--- src/rtl/see_pkg.sv ---
package see_pkg;

  localparam int STACK_DEPTH_DEF = 256;
  localparam int VALUE_WIDTH_DEF = 32;

  localparam logic [7:0] CHAR_ZERO  = 8'h30;
  localparam logic [7:0] CHAR_NINE  = 8'h39;
  localparam logic [7:0] CHAR_PLUS  = 8'h2B;
  localparam logic [7:0] CHAR_MINUS = 8'h2D;
  localparam logic [7:0] CHAR_STAR  = 8'h2A;
  localparam logic [7:0] CHAR_SLASH = 8'h2F;

  localparam logic [1:0] STATUS_OK       = 2'd0;
  localparam logic [1:0] STATUS_DIVZERO  = 2'd1;
  localparam logic [1:0] STATUS_OVERFLOW = 2'd2;

  typedef enum logic [2:0] {
    OP_NONE = 3'd0,
    OP_ADD  = 3'd1,
    OP_SUB  = 3'd2,
    OP_MUL  = 3'd3,
    OP_DIV  = 3'd4
  } op_t;

  typedef enum logic [3:0] {
    S_IDLE,
    S_DECODE,
    S_CHECK,
    S_POPX,
    S_POPY,
    S_LATY,
    S_EXEC,
    S_ITER,
    S_PUSH,
    S_PEEK,
    S_EMIT
  } state_t;

  typedef struct packed {
    logic load_in;
    logic push_digit;
    logic set_pend;
    logic pop;
    logic peek;
    logic latch_x;
    logic latch_y;
    logic start_arith;
    logic push_result;
    logic emit;
  } cmd_t;

  typedef struct packed {
    logic is_digit;
    logic is_op;
    logic last;
    logic pend_none;
    logic pend_iter;
    logic arith_done;
  } sts_t;

  function automatic op_t char_to_op(input logic [7:0] ch);
    op_t op;
    unique case (ch)
      CHAR_PLUS:  op = OP_ADD;
      CHAR_MINUS: op = OP_SUB;
      CHAR_STAR:  op = OP_MUL;
      CHAR_SLASH: op = OP_DIV;
      default:    op = OP_NONE;
    endcase
    return op;
  endfunction

endpackage

--- src/rtl/see_ctrl.sv ---
module see_ctrl import see_pkg::*; (
  input  logic clk,
  input  logic rst_n,
  input  logic in_valid,
  output logic in_ready,
  output logic out_valid,
  input  logic out_ready,
  input  sts_t sts,
  output cmd_t cmd
);

  state_t state_r, state_nxt;
  logic   final_r, final_nxt;
  logic   out_valid_r, out_valid_nxt;
  logic   slot_free;

  assign slot_free = !out_valid_r || out_ready;

  always_ff @(posedge clk) begin
    if (!rst_n) begin
      state_r     <= S_IDLE;
      final_r     <= 1'b0;
      out_valid_r <= 1'b0;
    end else begin
      state_r     <= state_nxt;
      final_r     <= final_nxt;
      out_valid_r <= out_valid_nxt;
    end
  end

  // next state
  always_comb begin
    state_nxt     = state_r;
    final_nxt     = final_r;
    out_valid_nxt = out_valid_r && !out_ready;
    unique case (state_r)
      S_IDLE: begin
        if (in_valid) begin
          state_nxt = S_DECODE;
          final_nxt = 1'b0;
        end
      end
      S_DECODE: begin
        if (sts.is_op && !sts.pend_none) begin
          state_nxt = S_POPX;
        end else begin
          state_nxt = S_CHECK;
        end
      end
      S_CHECK: begin
        if (!sts.last) begin
          state_nxt = S_IDLE;
        end else if (sts.pend_none) begin
          state_nxt = S_PEEK;
        end else begin
          state_nxt = S_POPX;
          final_nxt = 1'b1;
        end
      end
      S_POPX: state_nxt = S_POPY;
      S_POPY: state_nxt = S_LATY;
      S_LATY: state_nxt = S_EXEC;
      S_EXEC: state_nxt = sts.pend_iter ? S_ITER : S_PUSH;
      S_ITER: begin
        if (sts.arith_done) begin
          state_nxt = S_PUSH;
        end
      end
      S_PUSH: state_nxt = final_r ? S_PEEK : S_CHECK;
      S_PEEK: state_nxt = S_EMIT;
      S_EMIT: begin
        if (slot_free) begin
          state_nxt     = S_IDLE;
          out_valid_nxt = 1'b1;
        end
      end
      default: state_nxt = S_IDLE;
    endcase
  end

  // outputs
  always_comb begin
    cmd      = '0;
    in_ready = 1'b0;
    unique case (state_r)
      S_IDLE: begin
        in_ready    = 1'b1;
        cmd.load_in = in_valid;
      end
      S_DECODE: begin
        cmd.push_digit = sts.is_digit;
        cmd.set_pend   = sts.is_op && sts.pend_none;
      end
      S_POPX: cmd.pop = 1'b1;
      S_POPY: begin
        cmd.latch_x = 1'b1;
        cmd.pop     = 1'b1;
      end
      S_LATY: cmd.latch_y = 1'b1;
      S_EXEC: cmd.start_arith = sts.pend_iter;
      S_PUSH: begin
        cmd.push_result = 1'b1;
        cmd.set_pend    = !final_r;
      end
      S_PEEK: cmd.peek = 1'b1;
      S_EMIT: cmd.emit = slot_free;
      default: cmd = '0;
    endcase
  end

  assign out_valid = out_valid_r;

  a_done_in_iter: assert property (@(posedge clk) disable iff (!rst_n)
    sts.arith_done |-> state_r == S_ITER)
    else $error("arithmetic done outside iteration");

  a_emit_slot: assert property (@(posedge clk) disable iff (!rst_n)
    cmd.emit |-> (!out_valid_r || out_ready))
    else $error("result overwritten before taken");

  a_accept_decode: assert property (@(posedge clk) disable iff (!rst_n)
    (in_valid && in_ready) |=> state_r == S_DECODE)
    else $error("accepted transaction not decoded");

endmodule

--- config.mk ---
export PLATFORM = sky130hd
export DESIGN_NAME = see_ctrl
export DESIGN_NICKNAME = d
export VERILOG_FILES = /design/src/rtl/see_pkg.sv /design/src/rtl/see_ctrl.sv
export SDC_FILE = /design/constraint.sdc
export NUM_CORES = 1
export LEC_CHECK = 0
export BUFFER_PORTS_ARGS = -buffer_cell sky130_fd_sc_hd__buf_2
export CAP_MARGIN = 15
export CORE_AREA = 2 2 41 43
export DETAILED_ROUTE_END_ITERATION = 7
export DIE_AREA = 0 0 43 45
export PLACE_DENSITY = 0.69
export SETUP_SLACK_MARGIN = 0.5
export SKIP_CTS_REPAIR_TIMING = 1
export SLEW_MARGIN = 20
export SYNTH_ARGS = -nofsm -noshare
export SYNTH_HDL_FRONTEND = slang
export SYNTH_SLANG_ARGS = --single-unit
--- constraint.sdc ---
create_clock -name clk -period 1.6 [get_ports clk]
set_input_delay 0.4 -clock clk [delete_from_list [all_inputs] [get_ports clk]]
set_output_delay 0.4 -clock clk [all_outputs]
set_load 0.01 [all_outputs]
==> results of run 1 <==
power by group through the flow:
stage	Clock [mW]	Combinational (mW)	Sequential (mW)
global route	0.169	0.373	0.196
global placement	0	0.196	0.208
detailed placement	0	0.199	0.210
CTS	0.160	0.200	0.206
finish	0.151	0.350	0.194
floorplan	0	0.188	0.184
metal layers:
layer  wire [um]  vias up  global-route usage
li1            -      353                   -
met1         791      342              0.2020
met2         985       14              0.2788
met3          50        4             0.02400
met4          21        0             0.09091
met5           0        -                   0
flip-flops by register name (all words and copies together), names as in the netlist:
register,count
final_r,1
out_valid,1
state_r,4
stage by stage:
stage,util,hold slack [ns],power (mW),instance area [sq um]
after floorplan,-,0.5326,0.3719,648.1
after global placement,0.5094,0.5500,0.4037,749.5
after detailed placement,0.5094,0.5544,0.4083,749.5
after CTS,0.5272,0.4367,0.5658,775.7
after global routing,0.6888,0.4427,0.7382,1013
final,0.6888,0.4504,0.6949,1013
logic make-up after synthesis:
| family | share of synthesized area |
|---|---|
| simple gates | 0.4173 |
| buf+inv | 0.1179 |
| flops | 0.2177 |
| compound gates | 0.2472 |
critical path, stage by stage, from the launching register on:
cell and delay (ns):
dfxtp_2 0.31, buf_6 0.12, nor4_4 0.30, and2_4 0.20, buf_6 0.09
layout make-up:
type / instances / area (sq um)
sequential: 6 / 133.9
clock buffer: 4 / 26.28
inverter: 4 / 21.27
fill: 129 / 457.9
tap: 16 / 20.02
timing repair buffer: 42 / 330.3
multi-input combinational: 58 / 481.7
cells in the mapped netlist (2+ instances only):
library cell,instances
clkbuf_8,2
dfxtp_1,6
a32oi_1,2
a32o_1,2
and2b_2,2
nor2_1,11
nor3_1,5
a21oi_1,3
and3_1,2
nand2_1,7
buf_6,2
inv_1,4
o21ai_0,2
nand2b_1,4
final timing paths:
| check | startpoint | end | slack [ns] | depth (start not counted) |
|---|---|---|---|---|
| hold / removal | rst_n | state_r[0] | 0.45 | 2 |
| setup reg to reg | state_r[0] | state_r[3] | 0.17 | 6 |
| hold reg to reg | state_r[3] | state_r[2] | 0.51 | 2 |
| setup / recovery | state_r[3] | cmd[9] | -0.07 | 4 |
==> reports/metrics.yaml, run 1 <==
tightest_slew_ns: 0.3003
arrival_ns: 1.27
first_iter_violations: 10
fin_crit_sh: 1.043
synthFlopType: "dfxtp_1"
p_leak_nw: 0.4484
drive_gt1_frac: 0.6579
relSlewSlack: 0.7966
hold_viol: 0
syn2layout_area_growth_pct: 83.67
async_flop_share: 0
pre_cts_ws_ns: 0.09307
violations: "setup timing"
power.density_mw_per_mm2: 685.7
period_minus_slack_ns: 1.669
skew_ns: 0.008217
netSwitchingPower_uw: 239.8
drv_slew: 0
grt_pass1_wl_um: 2387
comb_power_share: 0.504
syn_nets: 82
yosysUniqueCellTypes: 32
dp.final_hpwl_um: 1167
setup_viol: 6
htreeDepth: 1
num_antenna_cells: 0
clk_pin_slew_worst_paths_ns: 0.05
port_buffers: 21
internal_power_uw: 455.1
yosysTopAreaCellShare: 0.2177
grt_pass1_vias: 565
finalWorstSetupSlack_ns: -0.06879
ios: 22
synth_seq_cells: 6
clock_latency_ns: 0.25
synth.area.top_cells: "dfxtp_1 22%, nor2_1 7.5%, clkbuf_8 5.0%"
drcViolationCount: 0
synthCells: 72
setup_tns_ns: -0.2235
avgRoutedWirePerCell_um: 14.22
row_count: 14
swShare: 0.3451
dp_cells: 110
min_path_type: "in -> reg"
critPathCaptureType: "output pin"
grt_max_degree: 18
outcome: "complete, but fails checks"
path_max_fanout: 5
avgSynthCellArea_sq_um: 7.664
synth_area_sq_um: 551.8
cts_sinks: 6
final_cell_mix: "16 x buf_2, 12 x buf_6, 12 x buf_4, 8 x nor2_1, 4 x nand2_1"
ys_seq_area_frac: 0.2177
die_y_um: 45
yosysWarnings: 0
worstPathRequired_ns: 1.20
fmax_mhz: 599.2
worst-setup-path-type: "reg -> out"
initial_core_util: 0.3750
grt_setup_unrepaired: "yes"
maxCapViolCount: 0
ant_nets: 0
numCtsBuffers: 3
ir_drop_mv: 0.5477
globalRouteOverflowTotal: 0
instances_no_fill: 130
fp.dieW_um: 43
dr.pass1.iters: 2
num_vias: 713
vias_per_cell: 5.485
synth.largest_area_cell: "dfxtp_1"
cts_tree: "yes"
drt_wl_total_um: 1849
antenna_found_initial: 0
clockBufferDepth: 2
fp.dieArea_sq_mm: 0.001935
place_congestion: 0.8143
sequentialPowerShare: 0.279
fp.coreArea_sq_mm: 0.001471
cts_root_buf: "clkbuf_4"
nets: 125
synth-edff-count: 0
clkPwrFrac: 0.217
critPathLaunchType: "flop"
final_common_cell: "buf_2"
grtUsageTotal: 0.1644
Note: power is estimated with default switching activity, not from simulation.
==> run 2: changes to the inputs <==
--- a/config.mk
+++ b/config.mk
@@ -5,12 +5,12 @@
 export SDC_FILE = /design/constraint.sdc
 export NUM_CORES = 1
 export LEC_CHECK = 0
-export BUFFER_PORTS_ARGS = -buffer_cell sky130_fd_sc_hd__buf_2
 export CAP_MARGIN = 15
 export CORE_AREA = 2 2 41 43
 export DETAILED_ROUTE_END_ITERATION = 7
 export DIE_AREA = 0 0 43 45
-export PLACE_DENSITY = 0.69
+export DONT_BUFFER_PORTS = 1
+export PLACE_DENSITY_LB_ADDON = 0.25
 export SETUP_SLACK_MARGIN = 0.5
 export SKIP_CTS_REPAIR_TIMING = 1
 export SLEW_MARGIN = 20
==> reports/metrics.yaml, run 2 (synthesis results as in run 1) <==
place_congestion: 0.8671  # +6.5%
busiest_layer: "met2"
tightest_slew_ns: 0.3179  # +0.01757 ns
vias_per_cell: 6.085  # +11%
globalRouteOverflowTotal: 0  # unchanged
drv_slew: 0  # unchanged
critPathLaunchType: "flop"
grt_pass1_vias: 487  # -14%
cts_root_buf: "clkbuf_4"
cts_tree: "yes"
grt_pass1_wl_um: 2194  # -8.1%
crit_chain: "nand2b_4 > o41ai_4"
slowest_delay_ns: 0.41  # +0.10 ns
grtUsageMet3: 0.04400  # +0.02000
p_leak_nw: 0.3324  # -26%
fmax_mhz: 630.0  # +5.1%
nets: 101  # -19%
final_cell_mix: "10 x buf_4, 5 x nor2_4, 5 x nor2_1, 5 x nand2_1, 5 x buf_6"
fin_crit_sh: 0.9921  # -0.05093
ant_nets: 0  # unchanged
num_antenna_cells: 0  # unchanged
antenna_found_initial: 0  # unchanged
dpl_cell_area_sq_um: 651.9  # -13%
htreeDepth: 1  # unchanged
design_area_sq_um: 887.1  # -12%
global_route.usage.met2: 0.2485  # -0.03030
hold_viol: 0  # unchanged
grt_max_degree: 18  # unchanged
row_count: 14  # unchanged
cts_sinks: 6  # unchanged
clockBufferDepth: 2  # unchanged
outcome: "finished, final reports clean"
ios: 22  # unchanged
final_common_cell: "buf_4"
relSlewSlack: 0.7874  # -0.009276
drt_wl_total_um: 1755  # -5.1%
ir_drop_mv: 0.7985  # +46%
first_iter_violations: 16  # +6
arrival_ns: 1.19  # -0.08 ns
fp.dieArea_sq_mm: 0.001935  # unchanged
fp.coreArea_sq_mm: 0.001471  # unchanged
path_max_fanout: 6  # +1
grtUsageTotal: 0.1492  # -0.01518
setup_viol: 0  # -6
initial_core_util: 0.3750  # unchanged
drcViolationCount: 0  # unchanged
port_buffers: 0  # -100%
largest_register: "state_r"
clock_latency_ns: 0.24  # about the same
syn2layout_area_growth_pct: 60.77
numCtsBuffers: 3  # unchanged
drive_gt1_frac: 0.6111  # -0.04678
largest_reg_flops: 4  # unchanged
worst-setup-path-type: "reg -> out"
critPathCaptureType: "output pin"
avgRoutedWirePerCell_um: 16.56  # +16%
dr.pass1.iters: 4  # +2
clk_pin_slew_worst_paths_ns: 0.05  # about the same
fp.dieW_um: 43  # unchanged
worstPathRequired_ns: 1.20  # about the same
maxCapViolCount: 0  # unchanged
cpMaxStageDelayCell: "o41ai_4"
die_y_um: 45  # unchanged
grt_setup_unrepaired: "yes"
min_path_type: "in -> reg"
whs_ns: 0.3157  # -0.1347 ns
skew_ns: 0.003391  # -0.004826 ns
use_met1: 0.1847  # -0.01724
period_minus_slack_ns: 1.587  # -0.08149 ns
power.density_mw_per_mm2: 725.4  # +5.8%
dp.final_hpwl_um: 1038  # -11%
num_vias: 645  # -9.5%
==> run 2: metrics by stage <==
stage / utilization / TNS, ns / total power, mW / cells / worst slack, ns
after detailed placement: 0.4430 / 0 / 0.3883 / 90 / 0.1656
after CTS: 0.4609 / -0.3095 / 0.5385 / 94 / -0.1077
after global placement: 0.4430 / 0 / 0.3892 / 90 / 0.1891
final: 0.6029 / 0 / 0.6435 / 106 / 0.01270
after floorplan: - / 0 / 0.3719 / 72 / 0.2626
after global routing: 0.6029 / -0.05680 / 0.6783 / 106 / -0.03110
==> run 2: per-layer routing <==
| layer | up-vias | routed length, um |
|---|---|---|
| li1 | 306 | - |
| met1 | 304 | 694 |
| met2 | 31 | 888 |
| met3 | 4 | 137 |
| met4 | 0 | 35 |
| met5 | - | 0 |
==> run 2: worst paths after layout <==
check	depth (start not counted)	slack, ns	start	to
setup / recovery	2	0.01	state_r[2]	cmd[7]
hold / removal	1	0.32	rst_n	state_r[3]
setup reg to reg	5	0.30	state_r[0]	state_r[0]
hold reg to reg	2	0.62	state_r[3]	state_r[2]
==> run 2: layout make-up <==
class                   count  area [sq um]
multi-input cells          58         514.2
clock buffers               4         26.28
repair buffers             18         171.4
inverters                   4         20.02
flip-flops and latches      6         135.1
well taps                  16         20.02
fillers                   124         584.3
==> run 2: critical path, delay by kind of cell, from the launching register on <==
| family | cells | cell delay, ns |
|---|---|---|
| AOI/OAI and AO/OA | 1 | 0.41 |
| and+or+nand+nor | 1 | 0.17 |
| DFF | 1 | 0.37 |
==> run 2: where the power goes <==
group	internal (mW)	switching, mW	total, mW
Combinational	0.160	0.148	0.308
Sequential	0.161	0.0295	0.190
Clock	0.0943	0.0514	0.146
Total	0.415	0.229	0.643
==> run 3: changes to the inputs <==
==> constraint.sdc (replaced) <==
create_clock -name clk -period 1.6 [get_ports clk]
set_input_delay 0.32 -clock clk [delete_from_list [all_inputs] [get_ports clk]]
set_output_delay 0.32 -clock clk [all_outputs]
set_load 0.01 [all_outputs]
==> reports/metrics.yaml, run 3 (synthesis results as in run 1) <==
crit_chain: "buf_4 > nor2_1 > a21oi_1 > nor2_1"
clockBufferDepth: 2  # unchanged
cts_root_buf: "clkbuf_4"
clock_latency_ns: 0.24  # about the same
drv_slew: 0  # unchanged
dr.pass1.iters: 4  # unchanged
period_minus_slack_ns: 1.490  # -0.09700 ns
numCtsBuffers: 3  # unchanged
fillers: 130  # +4.8%
power_uw: 611.0  # -5.0%
multi_input_area_sq_um: 498.0  # -3.2%
ant_nets: 0  # unchanged
relSlewSlack: 0.7916  # +0.004211
dp.final_hpwl_um: 996.9  # -4.0%
largest_register: "state_r"
cts_sinks: 6  # unchanged
first_iter_violations: 20  # +4
p_leak_nw: 0.3139  # -5.6%
holdPathStages: 1  # unchanged
fp.coreArea_sq_mm: 0.001471  # unchanged
hold_end: "state_r[3]"
fp.dieArea_sq_mm: 0.001935  # unchanged
maxCapViolCount: 0  # unchanged
min_from: "rst_n"
worst-r2r-cell-count: 6  # +1
arrival_ns: 1.17  # -0.02 ns
place_congestion: 0.8604  # -0.77%
critPathMostFrequentCell: "nor2_1"
fin_crit_sh: 0.9314  # -0.06063
nets: 99  # -2.0%
drive_gt1_frac: 0.5632  # -0.04789
avgRoutedWirePerCell_um: 15.40  # -7.0%
syn2layout_area_growth_pct: 49.89
path_max_fanout: 7  # +1
vias_per_cell: 5.874  # -3.5%
globalRouteOverflowTotal: 0  # unchanged
power.density_mw_per_mm2: 738.8  # +1.9%
cpMaxStageDelayCell: "dfxtp_4"
critPathTopFamily: "flip-flops"
hold_viol: 0  # unchanged
ios: 22  # unchanged
min_path_type: "in -> reg"
cts_tree: "yes"
tightest_slew_ns: 0.3116  # -0.006296 ns
grtUsageTotal: 0.1522  # +0.002988
drt_wl_total_um: 1586  # -9.6%
num_vias: 605  # -6.2%
critPathCaptureType: "output pin"
worst-setup-path-type: "reg -> out"
regArea_sq_um: 135.1  # unchanged
grt_max_degree: 18  # unchanged
drcViolationCount: 0  # unchanged
row_count: 14  # unchanged
path_buf_inv: 1  # +1
grt_setup_unrepaired: "yes"
ir_drop_mv: 0.4719  # -41%
r2r-start: "state_r[2]"
critPathLaunchType: "flop"
setup_viol: 0  # unchanged
setup_tns_ns: 0  # unchanged
htreeDepth: 1  # unchanged
port_buffers: 0  # unchanged
grt_pass1_vias: 469  # -3.7%
worstPathRequired_ns: 1.28  # +0.08 ns
layout.core_utilization: 0.5621  # -0.04082
largest_reg_flops: 4  # unchanged
fp.dieW_um: 43  # unchanged
slowest_delay_ns: 0.38  # -0.03 ns
r2r_slack_ns: 0.19  # -0.11 ns
antenna_found_initial: 0  # unchanged
final_cell_mix: "9 x buf_4, 8 x nor2_1, 5 x nand2_1, 5 x buf_6, 4 x dfxtp_4"
clk_pin_slew_worst_paths_ns: 0.04  # about the same
fmax_mhz: 671.0  # +6.5%
worstReg2RegEnd: "state_r[0]"
final_common_cell: "buf_4"
num_antenna_cells: 0  # unchanged
outcome: "finished, final reports clean"
grt_pass1_wl_um: 2187  # -0.32%
initial_core_util: 0.3750  # unchanged
die_y_um: 45  # unchanged
skew_ns: 0.002542  # -0.0008484 ns
-- run 3: report_power, final --
part | leakage (nW) | total, mW | switching, mW | internal (mW)
logic | 0.248 | 0.287 | 0.139 | 0.148
clock network | 0.0138 | 0.135 | 0.0506 | 0.0846
registers | 0.0517 | 0.189 | 0.0282 | 0.161
-- run 3: worst max path at each step --
stage               endpoint       start  depth (start not counted)  slack [ns]
finish                cmd[6]  state_r[0]                          4        0.11
global route          cmd[9]  state_r[2]                          2        0.06
CTS                   cmd[6]  state_r[1]                          4       -0.07
detailed placement    cmd[6]  state_r[1]                          4        0.18
global placement      cmd[6]  state_r[1]                          4        0.17
floorplan             cmd[6]  state_r[0]                          5        0.34
-- run 3: metrics by stage --
step	worst slack [ns]	instance area [sq um]	std cells	hold slack, ns
4_1_cts	-0.07186	600.6	88	0.2344
2_1_floorplan	0.3408	600.6	72	0.4733
3_5_place_dp	0.1840	578.1	85	0.4859
3_3_place_gp	0.1728	578.1	85	0.4779
6_report	0.1097	827.0	103	0.2399
5_1_grt	0.06259	827.0	103	0.2290
-- run 3: cell type report --
type | instances | area share
clock buffers | 3 | 0.02723
well taps | 16 | 0.02421
repair buffers | 16 | 0.1619
flip-flops and latches | 6 | 0.1634
inverters | 4 | 0.02118
multi-input cells | 58 | 0.6021
-- run 3: worst reg2reg max path: stages (launching register included) --
cell,delay [ns]
dfxtp_4,0.38
buf_2,0.18
buf_4,0.14
nand2_1,0.05
a211o_2,0.32
o311ai_1,0.10
a32o_1,0.17
-- run 3: metal layers --
layer  routed length (um)  vias to the layer above  global-route usage  share of wire
li1                     -                      302                   -              -
met1                  684                      282              0.2078           0.43
met2                  776                       19              0.2030           0.49
met3                  109                        2             0.05600          0.069
met4                   15                        0             0.09091         0.0095
met5                    0                        -                   0              0
